===== config.mk =====
export PLATFORM = sky130hd
export DESIGN_NAME = tlv_record_deframer
export DESIGN_NICKNAME = d
export VERILOG_FILES = /design/src/hw/rtl/tlvrd_pkg.sv /design/src/hw/rtl/tlv_record_deframer.sv
export SDC_FILE = /design/constraint.sdc
export NUM_CORES = 1
export LEC_CHECK = 0
export BUFFER_PORTS_ARGS = -buffer_cell sky130_fd_sc_hd__buf_2
export CORE_UTILIZATION = 63
export DETAILED_ROUTE_END_ITERATION = 10
export HOLD_SLACK_MARGIN = 0.02
export PLACE_DENSITY = 0.89
export SYNTH_ARGS = -nofsm -noshare
export SYNTH_HDL_FRONTEND = slang
export SYNTH_SLANG_ARGS = --single-unit

===== constraint.sdc =====
create_clock -name clk_i -period 6.91 [get_ports clk_i]
set_input_delay 0.691 -clock clk_i [delete_from_list [all_inputs] [get_ports clk_i]]
set_output_delay 0.691 -clock clk_i [all_outputs]
set_load 0.005 [all_outputs]

===== src/hw/rtl/tlvrd_pkg.sv =====
// Package for the record deframer: types, codes and reset constants
package tlvrd_pkg;

  // field and register widths
  localparam int unsigned ByteW   = 8;
  localparam int unsigned TypeW   = 16;
  localparam int unsigned LenW    = 16;
  localparam int unsigned CfgIdxW = 2;
  localparam int unsigned CfgW    = 16;

  // register reset values
  localparam logic [7:0]      MarkerByte      = 8'h10;
  localparam int unsigned     LinkBufferBytes = 2000;
  localparam int unsigned     RecordHdrBytes  = 6;
  localparam logic [CfgW-1:0] MarkerRst       = {MarkerByte, MarkerByte};
  localparam logic [CfgW-1:0] MaxLenRst       = CfgW'(LinkBufferBytes - RecordHdrBytes);

  // register indexes
  typedef enum logic [CfgIdxW-1:0] {
    CfgFrameMarker  = 2'd0,
    CfgMaxPayloadLen = 2'd1
  } cfg_idx_e;

  // result status codes
  typedef enum logic [1:0] {
    StPayload   = 2'd0,
    StEmpty     = 2'd1,
    StBadMarker = 2'd2,
    StTooLong   = 2'd3
  } status_e;

  // parser phase: header bytes, payload, halted
  typedef enum logic [3:0] {
    PhMark0   = 4'd0,
    PhMark1   = 4'd1,
    PhType0   = 4'd2,
    PhType1   = 4'd3,
    PhLen0    = 4'd4,
    PhLen1    = 4'd5,
    PhLen2    = 4'd6,
    PhLen3    = 4'd7,
    PhPayload = 4'd8,
    PhHalted  = 4'd9
  } phase_e;

endpackage


===== src/hw/rtl/tlv_record_deframer.sv =====
// Top level of the record deframer: header parser, payload tagging, result register
//
//  channel | direction | handshake              | payload
//  --------+-----------+------------------------+---------------------------------------
//  in      | sink      | in_valid_i/in_ready_o  | in_byte_i
//  out     | source    | out_valid_o/out_ready_i| out_byte_o, record_type_o,
//          |           |                        | record_length_o, last_byte_o, status_o
//  cfg     | sink      | cfg_valid_i/cfg_ready_o| cfg_index_i, cfg_data_i
//
// One byte per cycle while not stalled: each byte is decoded in the cycle it is accepted
// and any result goes into the result register, so the block sustains one item per clock.
// A result waiting in the output register does not block input while out_ready_i is high.
// Input stalls only when the result register is full and the sink is not taking it.
// Reset (async, active low) returns to the first marker byte and reloads the registers;
// after a bad-marker or too-long error the block drops all bytes until the next reset.
module tlv_record_deframer (
  input  logic                         clk_i,
  input  logic                         rst_ni,
  input  logic                         in_valid_i,
  output logic                         in_ready_o,
  input  logic [tlvrd_pkg::ByteW-1:0]  in_byte_i,
  output logic                         out_valid_o,
  input  logic                         out_ready_i,
  output logic [tlvrd_pkg::ByteW-1:0]  out_byte_o,
  output logic [tlvrd_pkg::TypeW-1:0]  record_type_o,
  output logic [tlvrd_pkg::LenW-1:0]   record_length_o,
  output logic                         last_byte_o,
  output logic [1:0]                   status_o,
  input  logic                         cfg_valid_i,
  output logic                         cfg_ready_o,
  input  logic [tlvrd_pkg::CfgIdxW-1:0] cfg_index_i,
  input  logic [tlvrd_pkg::CfgW-1:0]   cfg_data_i
);
  import tlvrd_pkg::*;

  // configuration registers
  logic [CfgW-1:0] marker_q, max_len_q;

  // parser state
  phase_e          phase_q, phase_d;
  logic [TypeW-1:0] type_q, type_d;
  logic [LenW-1:0]  len_lo_q, len_lo_d;
  logic             len_hi_q, len_hi_d;
  logic [LenW-1:0]  left_q, left_d;

  // result register
  logic             out_valid_q, out_valid_d;
  logic [ByteW-1:0] out_byte_q;
  logic [TypeW-1:0] out_type_q;
  logic [LenW-1:0]  out_len_q;
  logic             out_last_q;
  status_e          out_status_q;

  // result of the current item
  logic             res_emit;
  logic [ByteW-1:0] res_byte;
  logic [TypeW-1:0] res_type;
  logic [LenW-1:0]  res_len;
  logic             res_last;
  status_e          res_status;

  logic             in_fire;
  logic [LenW-1:0]  left_dec;
  logic             too_long;

  assign in_ready_o  = !out_valid_q || out_ready_i;
  assign in_fire     = in_valid_i && in_ready_o;
  assign cfg_ready_o = 1'b1;
  assign left_dec    = left_q - LenW'(1);
  assign too_long    = len_hi_q || (in_byte_i != '0) || (len_lo_q > max_len_q);

  // configuration writes, unknown indexes dropped
  always_ff @(posedge clk_i or negedge rst_ni) begin
    if (!rst_ni) begin
      marker_q  <= MarkerRst;
      max_len_q <= MaxLenRst;
    end else if (cfg_valid_i) begin
      if (cfg_index_i == CfgFrameMarker) begin
        marker_q <= cfg_data_i;
      end else if (cfg_index_i == CfgMaxPayloadLen) begin
        max_len_q <= cfg_data_i;
      end
    end
  end

  // next state and result for one byte
  always_comb begin
    phase_d    = phase_q;
    type_d     = type_q;
    len_lo_d   = len_lo_q;
    len_hi_d   = len_hi_q;
    left_d     = left_q;
    res_emit   = 1'b0;
    res_byte   = '0;
    res_type   = type_q;
    res_len    = len_lo_q;
    res_last   = 1'b0;
    res_status = StPayload;
    if (in_fire) begin
      unique case (phase_q)
        PhMark0: begin
          if (in_byte_i != marker_q[15:8]) begin
            phase_d    = PhHalted;
            res_emit   = 1'b1;
            res_type   = '0;
            res_len    = '0;
            res_status = StBadMarker;
          end else begin
            type_d   = '0;
            len_lo_d = '0;
            len_hi_d = 1'b0;
            phase_d  = PhMark1;
          end
        end
        PhMark1: begin
          if (in_byte_i != marker_q[7:0]) begin
            phase_d    = PhHalted;
            res_emit   = 1'b1;
            res_type   = '0;
            res_len    = '0;
            res_status = StBadMarker;
          end else begin
            phase_d = PhType0;
          end
        end
        PhType0: begin
          type_d  = {in_byte_i, 8'h00};
          phase_d = PhType1;
        end
        PhType1: begin
          type_d  = {type_q[15:8], in_byte_i};
          phase_d = PhLen0;
        end
        PhLen0: begin
          len_lo_d = {len_lo_q[15:8], in_byte_i};
          phase_d  = PhLen1;
        end
        PhLen1: begin
          len_lo_d = {in_byte_i, len_lo_q[7:0]};
          phase_d  = PhLen2;
        end
        PhLen2: begin
          // upper length bytes only matter as nonzero
          len_hi_d = (in_byte_i != '0);
          phase_d  = PhLen3;
        end
        PhLen3: begin
          if (too_long) begin
            phase_d    = PhHalted;
            res_emit   = 1'b1;
            res_len    = (len_hi_q || (in_byte_i != '0)) ? '1 : len_lo_q;
            res_status = StTooLong;
          end else if (len_lo_q == '0) begin
            phase_d    = PhMark0;
            res_emit   = 1'b1;
            res_len    = '0;
            res_last   = 1'b1;
            res_status = StEmpty;
          end else begin
            left_d  = len_lo_q;
            phase_d = PhPayload;
          end
        end
        PhPayload: begin
          left_d   = left_dec;
          res_emit = 1'b1;
          res_byte = in_byte_i;
          if (left_dec == '0) begin
            res_last = 1'b1;
            phase_d  = PhMark0;
          end
        end
        default: begin
          phase_d = PhHalted;
        end
      endcase
    end
  end

  // parser state registers
  always_ff @(posedge clk_i or negedge rst_ni) begin
    if (!rst_ni) begin
      phase_q  <= PhMark0;
      type_q   <= '0;
      len_lo_q <= '0;
      len_hi_q <= 1'b0;
      left_q   <= '0;
    end else begin
      phase_q  <= phase_d;
      type_q   <= type_d;
      len_lo_q <= len_lo_d;
      len_hi_q <= len_hi_d;
      left_q   <= left_d;
    end
  end

  // result register valid
  always_comb begin
    out_valid_d = out_valid_q;
    if (res_emit) begin
      out_valid_d = 1'b1;
    end else if (out_ready_i) begin
      out_valid_d = 1'b0;
    end
  end

  always_ff @(posedge clk_i or negedge rst_ni) begin
    if (!rst_ni) begin
      out_valid_q <= 1'b0;
    end else begin
      out_valid_q <= out_valid_d;
    end
  end

  // result payload, loaded with each new result
  always_ff @(posedge clk_i) begin
    if (res_emit) begin
      out_byte_q   <= res_byte;
      out_type_q   <= res_type;
      out_len_q    <= res_len;
      out_last_q   <= res_last;
      out_status_q <= res_status;
    end
  end

  assign out_valid_o     = out_valid_q;
  assign out_byte_o      = out_byte_q;
  assign record_type_o   = out_type_q;
  assign record_length_o = out_len_q;
  assign last_byte_o     = out_last_q;
  assign status_o        = out_status_q;

`ifndef SYNTHESIS
  // once halted the parser stays halted
  a_halt_sticky: assert property (@(posedge clk_i) disable iff (!rst_ni)
    phase_q == PhHalted |=> phase_q == PhHalted)
    else $error("halted parser left halt");

  // an error result always leaves the parser halted
  a_err_halts: assert property (@(posedge clk_i) disable iff (!rst_ni)
    res_emit && (res_status == StBadMarker || res_status == StTooLong)
    |=> phase_q == PhHalted)
    else $error("error result without halt");

  // last flag only on payload or empty-record results
  a_last_kind: assert property (@(posedge clk_i) disable iff (!rst_ni)
    out_valid_o && last_byte_o |-> status_o == StPayload || status_o == StEmpty)
    else $error("last flag on error result");

  // payload results only come while a record body is being counted
  a_payload_phase: assert property (@(posedge clk_i) disable iff (!rst_ni)
    res_emit && res_status == StPayload |-> phase_q == PhPayload && left_q != '0)
    else $error("payload byte outside record body");
`endif

endmodule


==> impl_metrics.py <==
metrics = {
    "status": {
        "outcome": "finished, final reports clean",
    },
    "pwr": {
        "peakVddDrop_uv": 184,
        "power_leakage_nw": 3.21,
        "powerDensity_nw_per_um2": 332,
        "finalPower_mw": 2.47,
    },
    "sta": {
        "whs_ps": 149,
        "rsz0062_at_grt": "no",
        "slew_violations": 0,
        "min_period_ps": 3750,
        "fin_crit_sh": 0.543,
        "setup_viol": 0,
        "setup-tns-final_ps": 0,
        "fmax_mhz": 267,
        "hold_viol": 0,
        "tightest_slew_ps": 1210,
        "fin_worst_skew_ps": 9.39,
        "relSlewSlack": 0.188,
    },
    "routing": {
        "postRouteAntennaNets": 0,
        "post-route-drc-count": 0,
        "vias": 5040,
        "drt_iter0_drc": 429,
        "dr.pass1.iters": 5,
        "via_per_inst": 6.17,
        "drt-total-wl_um": 15700,
        "wl_per_cell_um": 19.3,
    },
    "synth": {
        "synth-simple-area-share": 0.173,
        "synth_area_leaders": "dfrtp_1 (30%), edfxtp_1 (20%), mux2_2 (5.8%)",
        "yosys_warnings": 0,
        "syn-cell-area_um2": 6430,
        "synth_top_family_by_area": "simple AND/OR/NAND/NOR gates",
        "seq_area_frac_synth": 0.537,
        "synth_edf_count": 43,
        "avgSynthCellArea_um2": 10.5,
        "syn_inst": 613,
        "synthAdderAreaFrac": 0.0350,
        "netlist.area_leader.share": 0.300,
        "synth_fp_nets": 662,
        "synth.area.mux_share": 0.0594,
        "synth_top_flop_cell": "dfrtp_1",
        "ys_ff_latch": 129,
        "synth_compound_area_frac": 0.118,
        "synthXorXnorAreaFrac": 0.0259,
        "async_flop_share": 0.667,
        "synthDistinctLibCells": 60,
        "synth_top_area_cell": "dfrtp_1",
    },
    "finish": {
        "final_cells": 817,
        "seqCellArea_um2": 3450,
        "fillers": 664,
        "post-route-util": 0.756,
        "post_route_cells_drive_above_1_share": 0.243,
        "area_delta_synth_final_pct": 15.5,
        "antennaDiodeCount": 0,
        "nNetsFinal": 720,
        "multi_input_area_um2": 2660,
    },
    "floorplanning": {
        "fp.dieW_um": 103,
        "num_rows": 36,
        "io_pins": 77,
        "core_area_um2": 9820,
        "die_height_um": 103,
        "initial_core_util": 0.655,
        "die_area_um2": 10600,
    },
    "clocking": {
        "clock_sink_count": 129,
        "clk_pin_slew_worst_paths_ps": 60,
        "h-tree-depth": 4,
        "clockRootBuffer": "clkbuf_8",
        "cts_buffer_depth": 2,
        "cts_tree": "done",
        "cts_made_buffers": 17,
        "ctsResizeCount": 0,
        "insertion_delay_ps": 530,
        "hold_buffers": 0,
        "post_cts_buffers": 0,
    },
    "job": {
        "drv_cap": 0,
    },
    "worst_setup_path": {
        "cp.arrival_ps": 3900,
        "cp-end-kind": "flip-flop",
        "cp-start-kind": "flip-flop",
        "cp_max_fo": 43,
        "crit_required_ps": 7060,
        "path_class": "reg -> reg",
    },
    "global_routing": {
        "grtUsageTotal": 0.319,
        "grt_pass1_vias": 4959,
        "grt_max_degree": 46,
        "grt_first_pass_wirelength_um": 24600,
        "antenna_found_initial": 0,
        "grt-ovfl-total": 0,
    },
    "worst_hold_path": {
        "hold_class": "in -> async",
    },
    "place": {
        "place.gp.congestion": 0.927,
        "dp.cells": 785,
        "place_hpwl_um": 10500,
        "port_buffers": 75,
    },
}
-- final timing paths --
check | start | endpoint | slack [ps] | cells after the start
setup / recovery | phase_q[2]$_DFFE_PN0P_ | record_type_o[5]$_DFFE_PP_ | 3160 | 5
hold / removal | rst_ni | marker_q[6]$_DFFE_PN0P_ | 150 | 1
setup reg to reg | phase_q[2]$_DFFE_PN0P_ | record_type_o[5]$_DFFE_PP_ | 3160 | 5
hold reg to reg | type_q[3]$_DFFE_PN0P_ | type_q[3]$_DFFE_PN0P_ | 470 | 2
max in group asynchronous | rst_ni | max_len_q[2]$_DFFE_PN0P_ | 5750 | 2
min in group clk_i | cfg_data_i[12] | max_len_q[12]$_DFFE_PN0P_ | 410 | 2
-- cell type report --
cell class / count / share of cell area
inverters: 34 / 0.0172
repair buffers: 78 / 0.0539
multi-input cells: 411 / 0.358
clock inverters: 8 / 0.0111
well taps: 133 / 0.0224
clock buffers: 24 / 0.0720
flip-flops and latches: 129 / 0.465
-- routing by layer --
metal  wire length [um]  part of all wire  up-vias  global-route usage
met5                  0                 0        -                   0
met4                748             0.048        0               0.189
met3               1320             0.084       67              0.0786
met2               7560              0.48      297               0.503
met1               6120              0.39     2391               0.402
li1                   -                 -     2285                   -
-- power by group --
| group | leakage (nW) | total (mW) | switching [mW] | internal (mW) |
|---|---|---|---|---|
| sequential | 1.42 | 1.07 | 0.128 | 0.942 |
| clock | 0.305 | 0.910 | 0.336 | 0.574 |
| combinational | 1.48 | 0.487 | 0.283 | 0.204 |
| total | 3.21 | 2.47 | 0.748 | 1.72 |
-- sequential cells by signal, indices dropped and copies added, names as in the netlist --
name	flops
out_valid_o	1
max_len_q	16
len_hi_q	1
len_lo_q	16
type_q	16
status_o	2
phase_q	4
out_byte_o	8
last_byte_o	1
left_q	16
record_length_o	16
record_type_o	16
marker_q	16
-- layout by cell type, fill, tap and decap left out, types with 18 or more instances in the layout --
cell type / count
nor2_1: 50
clkbuf_16: 19
a21oi_1: 22
o21ai_0: 55
dfrtp_1: 77
buf_2: 74
nand3_1: 21
mux2_2: 33
ha_1: 18
nand2_1: 50
edfxtp_1: 43
inv_1: 34
-- Yosys cell counts (all sizes together) (2+ instances only) --
cell type,instances
a211oi,2
or3,2
ha,18
or4,3
nor3,14
nor2b,3
dfstp,9
nand2,50
inv,34
a21o,17
clkbuf,19
xor2,2
nand4,11
and2,12
o21ai,65
and3,11
edfxtp,43
dfrtp,77
nor2,51
nand3b,3
nor3b,5
nor4,16
a22oi,3
o21a,3
buf,20
o22a,2
nand3,23
a21oi,22
xnor2,17
nand2b,3
mux2,33
a31oi,4
or2,2
-- through the flow --
stage | worst slack (ps) | cell area, um2
global placement | 3460 | 6810
floorplan | 3240 | 6430
CTS | 3270 | 7420
global route | 2980 | 7420
detailed placement | 3320 | 6810
finish | 3160 | 7420
-- cells by family (layout without fill, tap and decap cells) --
kind of cell	count (synthesis)	in the layout
simple gates	213	213
compound gates	126	126
fa+ha+maj	18	18
mux	34	34
other cells	1	1
buf+inv	73	144
xor+xnor	19	19
flops	129	129
-- worst max-delay path, stage by stage (launching register included) --
cell	delay, ps
dfrtp_1	860
nand2b_1	220
or2_1	350
nor3_2	890
and3b_1	320
nand3_2	710
Power figures use the tool's default switching activity.
